### config.mk
export PLATFORM = sky130hd
export DESIGN_NAME = bbls_queue
export DESIGN_NICKNAME = d
export VERILOG_FILES = /design/src/rtl/core/bbls_pkg.sv /design/src/rtl/core/bbls_queue.sv
export SDC_FILE = /design/constraint.sdc
export NUM_CORES = 1
export LEC_CHECK = 0
export ABC_AREA = 1
export BUFFER_PORTS_ARGS = -buffer_cell sky130_fd_sc_hd__buf_2
export CORE_ASPECT_RATIO = 1.2
export CORE_MARGIN = 1
export CORE_UTILIZATION = 57
export CTS_CLUSTER_DIAMETER = 50
export DETAILED_ROUTE_END_ITERATION = 12
export PLACE_DENSITY = 0.77
export RECOVER_POWER = 25
export SYNTH_ARGS = -nofsm -noshare
export SYNTH_HDL_FRONTEND = slang
export SYNTH_SLANG_ARGS = --single-unit
### constraint.sdc
create_clock -name clk -period 8.9 [get_ports clk]
set_input_delay 1.335 -clock clk [delete_from_list [all_inputs] [get_ports clk]]
set_output_delay 1.335 -clock clk [all_outputs]
set_load 0.02 [all_outputs]
### src/rtl/core/bbls_pkg.sv
package bbls_pkg;

  localparam int COORD_BITS    = 24;
  localparam int AREA_BITS     = 2 * COORD_BITS + 3;
  localparam int PROD_BITS     = 2 * COORD_BITS;
  localparam int IN_DATA_BITS  = ((3 * COORD_BITS + 7) / 8) * 8;
  localparam int OUT_DATA_BITS = ((7 * COORD_BITS + AREA_BITS + 7) / 8) * 8;
  localparam int OUT_PAD_BITS  = OUT_DATA_BITS - 7 * COORD_BITS - AREA_BITS;
  localparam int AXIS_BITS     = 2;
  localparam int QUEUE_DEPTH   = 4;
  localparam int QPTR_BITS     = $clog2(QUEUE_DEPTH);
  localparam int QCNT_BITS     = $clog2(QUEUE_DEPTH + 1);

  typedef logic signed [COORD_BITS-1:0] coord_t;
  typedef logic [COORD_BITS-1:0] ext_t;
  typedef logic [PROD_BITS-1:0] prod_t;
  typedef logic [AREA_BITS-1:0] area_t;

  typedef enum logic [AXIS_BITS-1:0] {
    AXIS_X = 2'd0,
    AXIS_Y = 2'd1,
    AXIS_Z = 2'd2
  } axis_t;

  typedef struct packed {
    coord_t min_x;
    coord_t max_x;
    coord_t min_y;
    coord_t max_y;
    coord_t min_z;
    coord_t max_z;
  } bounds_t;

endpackage

### src/rtl/core/bbls_queue.sv
module bbls_queue
  import bbls_pkg::*;
(
  input  logic    clk,
  input  logic    rst_n,
  input  logic    push_valid,
  output logic    push_ready,
  input  bounds_t push_data,
  output logic    pop_valid,
  input  logic    pop_ready,
  output bounds_t pop_data
);

  bounds_t               mem_r [QUEUE_DEPTH];
  logic [QPTR_BITS-1:0]  wr_ptr_r, wr_ptr_nxt;
  logic [QPTR_BITS-1:0]  rd_ptr_r, rd_ptr_nxt;
  logic [QCNT_BITS-1:0]  count_r, count_nxt;
  logic                  do_push, do_pop;

  assign push_ready = (count_r != QCNT_BITS'(QUEUE_DEPTH));
  assign pop_valid  = (count_r != '0);
  assign pop_data   = mem_r[rd_ptr_r];

  assign do_push = push_valid && push_ready;
  assign do_pop  = pop_valid && pop_ready;

  assign wr_ptr_nxt = do_push ? wr_ptr_r + 1'b1 : wr_ptr_r;
  assign rd_ptr_nxt = do_pop ? rd_ptr_r + 1'b1 : rd_ptr_r;

  always_comb begin
    count_nxt = count_r;
    if (do_push && !do_pop) count_nxt = count_r + 1'b1;
    if (!do_push && do_pop) count_nxt = count_r - 1'b1;
  end

  always_ff @(posedge clk) begin
    if (!rst_n) begin
      wr_ptr_r <= '0;
      rd_ptr_r <= '0;
      count_r  <= '0;
    end else begin
      wr_ptr_r <= wr_ptr_nxt;
      rd_ptr_r <= rd_ptr_nxt;
      count_r  <= count_nxt;
    end
  end

  always_ff @(posedge clk) begin
    if (do_push) begin
      mem_r[wr_ptr_r] <= push_data;
    end
  end

endmodule

### After elaboration in Yosys (flattened, before gate mapping)

Memories as Yosys holds them, arrays and structs flattened. A register that Yosys moved wholly into a read port is not among the register bits.
Cells that the tools add are included.

* register bits after elaboration: 7
* latch bits: 0
* RAM bits: 576
* bits in read-only memories: 0
* output and inout bits: 146
* word-level logic and storage cells: 23
* memories: 1

* add/sub/neg operators: 4
* multipliers: 0
* divide/modulo/power cells: 0
* $lt $le $gt $ge: 0
* equality and inequality tests: 1
* shift-type cells: 0
* mux-type cells: 6
* bitwise operators: 0
* reductions and logical operators: 8

Memory list
* mem_r: depth 4, width 144, read ports 1, clocked after Yosys merged registers in 1, write ports 1, line bbls_queue.sv:14 `bounds_t mem_r [QUEUE_DEPTH];`

Operators with widths (count)
* $mux 3: 2
* $add 2x1->2 const B: 2
* $logic_and 1x1->1: 4
* $mux 2: 2
* $add 3x1->3 const B: 1
* $ne 3x3->1 const B: 1
* $reduce_bool 3->1: 1
* $sub 3x1->3 const B: 1
* $logic_not 1->1: 2
* $mux 1: 2
* $reduce_bool 2->1: 1

### Depth between registers and ports, before layout

* depth after elaboration: 6
* depth in mapped cells: 13
* mapped depth without buffers: 13

### Worst setup path after synthesis

Ideal clock, no wire load.

* path type: input-to-reg
* start point: input push_valid
* end point: memory mem_r[0][0] (netlist name), enable pin
* library setup time: 0.650 ns
* arrival: 7.475 ns
* data required time: 8.250 ns
* path slack: 0.775 ns
* cell stages on the path: 2
* path buffers: 0
* cell sequence: nand2_1 nor2_1

* cells in the longest elaborated chain, start to end: 3

RTL lines
* start: declaration: line bbls_queue.sv:6 `input logic push_valid,`
* $logic_and 1x1->1: line bbls_queue.sv:24 `assign do_push = push_valid && push_ready;`
* $mux 1: line bbls_queue.sv:49 `if (do_push) begin`
* $mux 1 (not written as such): line bbls_queue.sv:50 `mem_r[wr_ptr_r] <= push_data;`
* end: declaration: line bbls_queue.sv:14

No other way between the ends.

==> impl_metrics.yaml <==
worst_setup_path:
  cp-start-kind: "flop"
  worst_setup_path_end_kind: "output pin"
  path_class: "flop to output pin"
  crit_arrival_ns: 4.10
  crit_fanout: 191
  required_ns: 7.57
yosys:
  synth_top_area_share_pct: 79.3
  yosysWarnings: 0
  synthCells: 1460
  yosysSeqAreaShare_pct: 80.1
  synth_cell_types: 21
  synth_area_leader_cell: "edfxtp_1"
  netlist_area_sq_um: 21800
  synth_area_leaders: "edfxtp_1 (79%), o21ai_0 (5.4%), nor2_1 (5.1%)"
  synth.ff_latch_count: 585
  syn_area_per_cell_sq_um: 14.9
  syn_nets: 1614
clock_network:
  cts_resized: 0
  cts_tree: "yes"
  cts_sinks: 585
  htree_levels: 2
  clock_latency_ns: 0.59
  cts_setup_buffers: 0
  numCtsBuffers: 56
  cts.clk_slew.worst_paths_ns: 0.06
  cts_root_buf: "clkbuf_16"
  clk_path_buf_depth: 3
  cts-hold-fix-buffers: 0
power_and_ir_drop:
  p_leak_nw: 8.51
  peakVddDrop_uv: 241
  power_density_nw_per_um2: 296
  p_total_w: 0.00743
detailed_routing:
  vias: 13159
  drc: 0
  wl_per_cell_microns: 20.4
  first_iter_violations: 1223
  drtAntennaViolNets: 0
  viasPerCell: 5.82
  dr.pass1.iters: 5
  wl_microns: 46100
die:
  die_h_microns: 216
  dieArea_sq_um: 39100
  fp.coreArea_sq_um: 37800
  initial_utilization_pct: 57.8
  dieWidth_microns: 181
  row_count: 78
  io_pins: 294
global_route:
  antenna_found_initial: 9
  grt_max_degree: 192
  grtUsageMet3_pct: 6.34
  grt_pass1_wl_microns: 69600
  met1_usage_pct: 28.8
  grt.overflow.total: 0
  grt_use_total_pct: 23.2
  first_global_vias: 12842
  use_met2_pct: 38.5
  busiest_layer: "met2"
sta:
  hold_viol: 0
  period_share_pct: 61.0
  max_freq_ghz: 0.184
  fin_crit_ns: 5.43
  rsz0062_at_grt: "no"
  worst-slew-pin-transition_ns: 1.19
  finalSetupTns_ns: 0
  slew_violations: 0
  relSlewSlack_pct: 20.5
  skew_ns: 0.0151
  setup_viol: 0
layout:
  most-common-layout-cells: "edfxtp_1 (576), nor2_1 (294), o21ai_0 (236), buf_2 (200), o22ai_1 (144)"
  finish.net_count: 1884
  layout_commonest_cell: "edfxtp_1"
  drive_gt1_share_pct: 16.6
  syn2layout_area_growth_pct: 15.0
  fill_cells: 2600
  instances_no_fill: 2261
placement:
  gp_congestion: 0.756
  io_buffers: 293
  placed_cells: 2152
  dp_hpwl_microns: 25000
hold_path:
  hold_path.class: "flop to flop"
flow_run:
  maxCapViolations: 0
run_status:
  outcome: "finished clean"
==> worst max-delay path: stages, from the launching register on <==
cell	delay, ns
dfxtp_4	0.63
inv_8	0.95
buf_4	0.86
o21ai_0	0.18
o22ai_1	0.34
buf_2	0.24
==> state kept, by name, summed over array words and instances (netlist names), named ones only <==
name and flops:
mem_r 576, count_r 3, wr_ptr_r 2, rd_ptr_r 2
==> through the flow <==
step	hold slack (ns)	utilization, %	area, sq um	setup slack, ns
final	0.505	66.5	25100	3.47
after global routing	0.531	66.4	25100	3.26
after CTS	0.505	66.7	25200	3.57
after detailed placement	0.491	62.0	23400	4.19
after global placement	0.469	62.0	23400	4.26
after floorplan	0.462	-	21800	0.775
==> Yosys cell counts <==
cell and n:
a21oi_1 5, buf_12 1, buf_2 20, buf_4 5, buf_6 23, buf_8 2, clkbuf_1 42, clkbuf_2 1
dfxtp_1 9, edfxtp_1 576, fa_1 1, ha_1 5, inv_1 16, inv_2 1, inv_8 1, nand2_1 15
nand3_1 5, nor2_1 298, o21ai_0 236, o21ai_1 54, o22ai_1 144
==> path summary, 6_finish.rpt <==
| check | to | from | cells past startpoint | slack, ns |
|---|---|---|---|---|
| setup / recovery | pop_data[50] | flop | 5 | 3.47 |
| hold / removal | flop | rd_ptr_r[1] | 2 | 0.51 |
| setup reg to reg | mem_r[0][64] | count_r[1] | 5 | 6.03 |
| hold reg to reg | flop | rd_ptr_r[1] | 2 | 0.51 |
==> power by group <==
group	internal [W]	switching (W)
Clock	0.00134	0.000956
Sequential	0.00327	0.000112
Combinational	0.000484	0.00127
Total	0.00509	0.00234
==> routing by layer <==
| metal | wire length [microns] | share of wire, % |
|---|---|---|
| met4 | 1470 | 3.2 |
| met3 | 3970 | 8.6 |
| met2 | 23000 | 50 |
| met5 | 39 | 0.085 |
| met1 | 17700 | 38 |
==> cell families after synthesis <==
| family | after synthesis | share of synthesized area, % |
|---|---|---|
| adders and majority gates | 6 | 0.378 |
| AOI/OAI and AO/OA | 439 | 10.9 |
| buffers and inverters | 112 | 3.14 |
| DFF | 585 | 80.1 |
| and+or+nand+nor | 318 | 5.50 |
==> area by class of cell <==
cell class	count	area [sq um]	area share, %
Antenna cell	8	20.0	0.0797
Clock buffer	74	1510	6.02
Clock inverter	27	272	1.08
Inverter	18	77.6	0.309
Multi-Input combinational cell	763	3690	14.7
Sequential cell	585	17500	69.7
Tap cell	480	601	2.39
Timing Repair Buffer	306	1450	5.77
No activity file was read; power rests on OpenSTA's default activity.
