### src/rtl/core/bbls_pkg.sv
package bbls_pkg;

  localparam int COORD_BITS    = 24;
  localparam int AREA_BITS     = 2 * COORD_BITS + 3;
  localparam int PROD_BITS     = 2 * COORD_BITS;
  localparam int IN_DATA_BITS  = ((3 * COORD_BITS + 7) / 8) * 8;
  localparam int OUT_DATA_BITS = ((7 * COORD_BITS + AREA_BITS + 7) / 8) * 8;
  localparam int OUT_PAD_BITS  = OUT_DATA_BITS - 7 * COORD_BITS - AREA_BITS;
  localparam int AXIS_BITS     = 2;
  localparam int QUEUE_DEPTH   = 4;
  localparam int QPTR_BITS     = $clog2(QUEUE_DEPTH);
  localparam int QCNT_BITS     = $clog2(QUEUE_DEPTH + 1);

  typedef logic signed [COORD_BITS-1:0] coord_t;
  typedef logic [COORD_BITS-1:0] ext_t;
  typedef logic [PROD_BITS-1:0] prod_t;
  typedef logic [AREA_BITS-1:0] area_t;

  typedef enum logic [AXIS_BITS-1:0] {
    AXIS_X = 2'd0,
    AXIS_Y = 2'd1,
    AXIS_Z = 2'd2
  } axis_t;

  typedef struct packed {
    coord_t min_x;
    coord_t max_x;
    coord_t min_y;
    coord_t max_y;
    coord_t min_z;
    coord_t max_z;
  } bounds_t;

endpackage

### src/rtl/core/bbls_front.sv
module bbls_front
  import bbls_pkg::*;
(
  input  logic                    clk,
  input  logic                    rst_n,
  input  logic                    in_tvalid,
  output logic                    in_tready,
  input  logic [IN_DATA_BITS-1:0] in_tdata,  // x_coord, y_coord, z_coord
  input  logic                    in_tlast,  // last_vertex
  output logic                    push_valid,
  input  logic                    push_ready,
  output bounds_t                 push_data
);

  coord_t  x, y, z;
  logic    accept;
  logic    started_r, started_nxt;
  bounds_t box_r, box_nxt;

  assign x = coord_t'(in_tdata[COORD_BITS-1:0]);
  assign y = coord_t'(in_tdata[2*COORD_BITS-1:COORD_BITS]);
  assign z = coord_t'(in_tdata[3*COORD_BITS-1:2*COORD_BITS]);

  assign in_tready = push_ready;
  assign accept    = in_tvalid && push_ready;

  always_comb begin
    box_nxt = box_r;
    if (!started_r) begin
      box_nxt.min_x = x;
      box_nxt.max_x = x;
      box_nxt.min_y = y;
      box_nxt.max_y = y;
      box_nxt.min_z = z;
      box_nxt.max_z = z;
    end else begin
      if (x < box_r.min_x) box_nxt.min_x = x;
      if (x > box_r.max_x) box_nxt.max_x = x;
      if (y < box_r.min_y) box_nxt.min_y = y;
      if (y > box_r.max_y) box_nxt.max_y = y;
      if (z < box_r.min_z) box_nxt.min_z = z;
      if (z > box_r.max_z) box_nxt.max_z = z;
    end
  end

  assign started_nxt = accept ? !in_tlast : started_r;
  assign push_valid  = accept && in_tlast;
  assign push_data   = box_nxt;

  always_ff @(posedge clk) begin
    if (!rst_n) begin
      started_r <= 1'b0;
    end else begin
      started_r <= started_nxt;
    end
  end

  always_ff @(posedge clk) begin
    if (accept) begin
      box_r <= box_nxt;
    end
  end

endmodule

### config.mk
export PLATFORM = sky130hd
export DESIGN_NAME = bbls_front
export DESIGN_NICKNAME = d
export VERILOG_FILES = /design/src/rtl/core/bbls_pkg.sv /design/src/rtl/core/bbls_front.sv
export SDC_FILE = /design/constraint.sdc
export NUM_CORES = 1
export LEC_CHECK = 0
export ABC_AREA = 1
export BUFFER_PORTS_ARGS = -buffer_cell sky130_fd_sc_hd__buf_2
export CORE_MARGIN = 8
export CORE_UTILIZATION = 50
export DETAILED_ROUTE_END_ITERATION = 6
export GPL_TIMING_DRIVEN = 0
export PLACE_DENSITY = 0.77
export SLEW_MARGIN = 20
export SYNTH_ARGS = -nofsm -noshare
export SYNTH_HDL_FRONTEND = slang
export SYNTH_SLANG_ARGS = --single-unit
export TNS_END_PERCENT = 5
### constraint.sdc
create_clock -name clk -period 3.8 [get_ports clk]
set_clock_uncertainty 0.1 [all_clocks]
set_input_delay 0.38 -clock clk [delete_from_list [all_inputs] [get_ports clk]]
set_output_delay 0.38 -clock clk [all_outputs]
set_load 0.02 [all_outputs]
# Word level (Yosys, flattened, before mapping)
# Cells that the tools add are included.
# classes
n_reduce_logical,3
order_cmp,6
mux,7
# op_table
op,n
2-to-1 mux 144 bit,1
2-to-1 mux 24 bit,6
> comparator 24 bit,3
< comparator 24 bit,3
logical AND 1 bit,2
logical NOT 1 bit,1
# totals
word_cells,23
input_bits,77
register_bits,145
output_inout_bits,146

# Longest topological paths before layout
# depth
word_depth,3
ltp_mapped,18
mapped_depth_nobuf,17

# Worst setup path before layout
# OpenSTA, ideal clock, no wires.
# synth_timing
path_kind,input port to flip-flop
from,in in_tvalid
to,reg box_r[0] (netlist name) (enable)
t_required_ns,3.203
t_arrival_ns,3.230
path_buffers,0
setup_slack_ns,-0.028
cell_stages,2
setup_time_ns,0.497
cell_sequence,nand2_1 inv_1
# synth_between
elab_chain_len,1
# synth_lines
item,line_no,rtl
from (decl),bbls_front.sv:6,"input logic in_tvalid,"
logical AND 1 bit,bbls_front.sv:25,assign accept = in_tvalid && push_ready;
net accept,bbls_front.sv:16,logic accept;
to (signal assigned),bbls_front.sv:60,box_r <= box_nxt;
to (decl),bbls_front.sv:18,"bounds_t box_r, box_nxt;"
# The timed path passes the listed nets, and every way through them passes these cells.
# A chain may end at the register's enable or synchronous reset.

==> out/qor.yml <==
power:
  max-vdd-ir-drop_mv: 0.2160
  power_density_nw_per_um2: 377.3
  p_leak_uw: 0.006804
global_routing:
  number_of_global_route_vias_before_repair: 9835
  grt_usage: 0.2277
  number_of_antenna_violations_at_the_first_check_in_global_routing: 1
  grt_first_pass_wirelength_mm: 49.09
  grt_start_max_net_pins: 32
  gr-total-overflow: 0
min_path:
  min_to: "started_r"
  hp-start: "rst_n"
  whs_path_depth: 3
  hold_class: "input pin to flip-flop"
clock_network:
  clock_tree.root_cell: "clkbuf_16"
  cts-resized-gates: 0
  clock_latency_on_the_worst_skew_pair_ns: 0.43
  htree_num_levels: 4
  postCtsSetupRepairBufs: 0
  cts_sinks: 145
  cts-buffers-inserted: 17
  cts_tree: "yes"
  clk_transition_reported_paths_ns: 0.06
  cts_buffer_depth: 2
  cts_hold_buf: 0
critical_path:
  crit_path_max_incr_delay_ns: 0.39
  ff2ff_setup_slack_ns: 1.39
  timing_worst_setup_path_type: "flip-flop to output pin"
  reg2regPathDepth: 11
  end_kind: "output pin"
  worst_ep_arrival_time_ns: 2.69
  critical_path_peak_fanout: 10
  worst_path_max_delay_cell: "edfxtp_1"
  worstReg2RegStart: "box_r[23]"
  critPathLaunchType: "flip-flop"
  regToRegEndpoint: "box_r[4]"
  cell_repeated_most_along_the_worst_path: "nand2_1"
  worst_ep_required_time_ns: 3.32
  cp_cell_sequence: "inv_1 -> ha_1 -> a21oi_1 -> nand2_1 -> nand2_1 -> nand2_1 -> a21oi_4 -> nand2_2 -> nand2_4 -> buf_2 -> nand4_1 -> nand2_1 -> buf_2"
synth:
  synth.cell_area_um2: 10960
  postSynthCellCount: 1283
  synth.top_cell.area_share: 0.3945
  synth-seq-area-share: 0.3963
  proportion_of_register_bits_with_asynchronous_set_or_reset_after_synthesis: 0
  average_cell_area_after_synthesis_um2: 8.544
  synth_fp_nets: 1501
  yosysWarnings: 0
  ys_top_cells_by_area: "edfxtp_1, ha_1, nand2_1"
  synth.distinct_cells: 31
  synth_area_leader_cell: "edfxtp_1"
  ys_ff_latch: 145
  postSynth.topFlopCell: "edfxtp_1"
  synth_edf_count: 144
die:
  vertical_die_dimension_um: 164.1
  die_x_um: 164.1
  fp.dieArea_um2: 26920
  floorplan.initialDensity: 0.5054
  row_count: 54
  io_pins: 223
  core-area_um2: 21690
sta:
  rsz0062_at_grt: "false"
  fin_worst_hold_slack_ns: 0.1474
  hold_violations: 0
  setup_viol_count_final: 0
  worst_slew_pin_slew_ns: 0.7132
  finalCritPeriodShare: 0.8351
  final-max-slew-violation-count: 0
  slew_headroom: 0.5246
  fin_crit_ns: 3.173
  clock.fmax_ghz: 0.3151
  setup_ws_ns: 0.6268
place:
  detailedPlacementHpwl_mm: 23.43
  place_inst: 1790
  detailedPlace.worstSlack_ns: 0.9449
  placedInstanceArea_um2: 12530
  gp_routability_congestion: 0.8766
  buffer_ports.inserted: 222
detailed_routing:
  vias_per_cell: 5.356
  route.vias.total: 9758
  initialDrtViolationCount: 630
  finalWirelength_mm: 30.54
  drtAntennaViolNets: 0
  remaining_drc_errors: 0
  first_pass_iteration_count_of_the_detailed_router: 6
  routedWlPerCell_um: 16.76
flow_run:
  drv_cap: 0
cells_and_area:
  finalNetCount: 1747
  non_filler_instance_count_after_layout: 1822
  drive_above_1_share: 0.2802
  antenna_cells_inserted: 0
  finalInstanceArea_um2: 13110
  synthToLayoutAreaGrowth_pct: 19.56
status:
  outcome: "complete, no violations"
[layout by cell type, fill, tap and decap left out, types with 10 or more instances in the layout]
master     Yosys  routed
nand3_1       76      76
nand2_1      344     344
ha_1         141     141
nand4_1       84      84
inv_1        186     185
buf_12         6      10
buf_2         19     241
o21a_1        10      10
a21oi_1       55      55
clkbuf_16      0      17
buf_4         11      11
nor2_1        37      37
edfxtp_1     144     144
nand2_2      111     111
clkbuf_1       9      11
[flip-flops by register name (all words and copies together), names as in the netlist]
name,count
box_r,144
started_r,1
[cells by family (layout without fill, tap and decap cells)]
group	count (synthesis)	count (layout)	share of synthesized area
simple gates	674	674	0.2992
buf+inv	236	495	0.09736
flops	145	145	0.3963
fa+ha+maj	141	141	0.1609
compound gates	87	87	0.04623
[through the flow]
| step | TNS, ns | power (uW) | util |
|---|---|---|---|
| floorplan | 0 | 2825 | - |
| global placement | -89.08 | 3250 | 0.5730 |
| detailed placement | 0 | 3295 | 0.5779 |
| CTS | 0 | 4973 | 0.6043 |
| global route | 0 | 5185 | 0.6043 |
| finish | 0 | 4946 | 0.6043 |
[how the worst max path moves through the flow]
stage            startpoint             end  cells after the start
4_1_cts          box_r[119]  push_data[119]                     13
3_5_place_dp   in_tdata[23]  push_data[119]                     13
2_1_floorplan     in_tvalid        box_r[0]                      2
6_report          box_r[35]   push_data[29]                     13
3_3_place_gp      in_tvalid       box_r[56]                      3
5_1_grt           box_r[15]    push_data[5]                     14
[layout make-up]
class,count,area (um2)
fillers,1892,8582
multi-input cells,902,5550
flip-flops and latches,145,4344
repair buffers,227,1219
inverters,188,709.4
clock buffers,19,432.9
plain buffers,48,361.6
well taps,280,350.3
clock inverters,13,138.9
[critical path: cells and delay by family (launching register included)]
family,cells,cell delay (ns)
buffers and inverters,3,0.51
and+or+nand+nor,7,0.72
adders and majority gates,1,0.24
DFF,1,0.39
AOI/OAI and AO/OA,2,0.40
[routing by layer]
metal  GRT usage  part of all wire
met1      0.2786              0.41
met2      0.3939              0.49
met3     0.04912             0.076
met4     0.07025             0.019
met5           0           0.00039
[cells in the mapped netlist (2+ instances only)]
master	n
a21boi_1	3
a21o_1	5
a21oi_1	55
a21oi_2	2
buf_12	6
buf_2	19
buf_4	11
buf_6	2
clkbuf_1	9
edfxtp_1	144
ha_1	141
inv_1	186
inv_2	2
nand2_1	344
nand2_2	111
nand2_4	4
nand2_8	2
nand3_1	76
nand3_2	6
nand3_4	3
nand4_1	84
nor2_1	37
nor2_2	3
nor2_4	2
nor3_1	2
o21a_1	10
o21ai_0	8
o21bai_1	3
[power breakdown]
part | switching (uW) | total (uW) | internal [uW]
clock | 714 | 1680 | 966
sequential | 41.1 | 1920 | 1880
combinational | 903 | 1350 | 444
total | 1660 | 4950 | 3290
No activity file was read; power rests on OpenSTA's default activity.
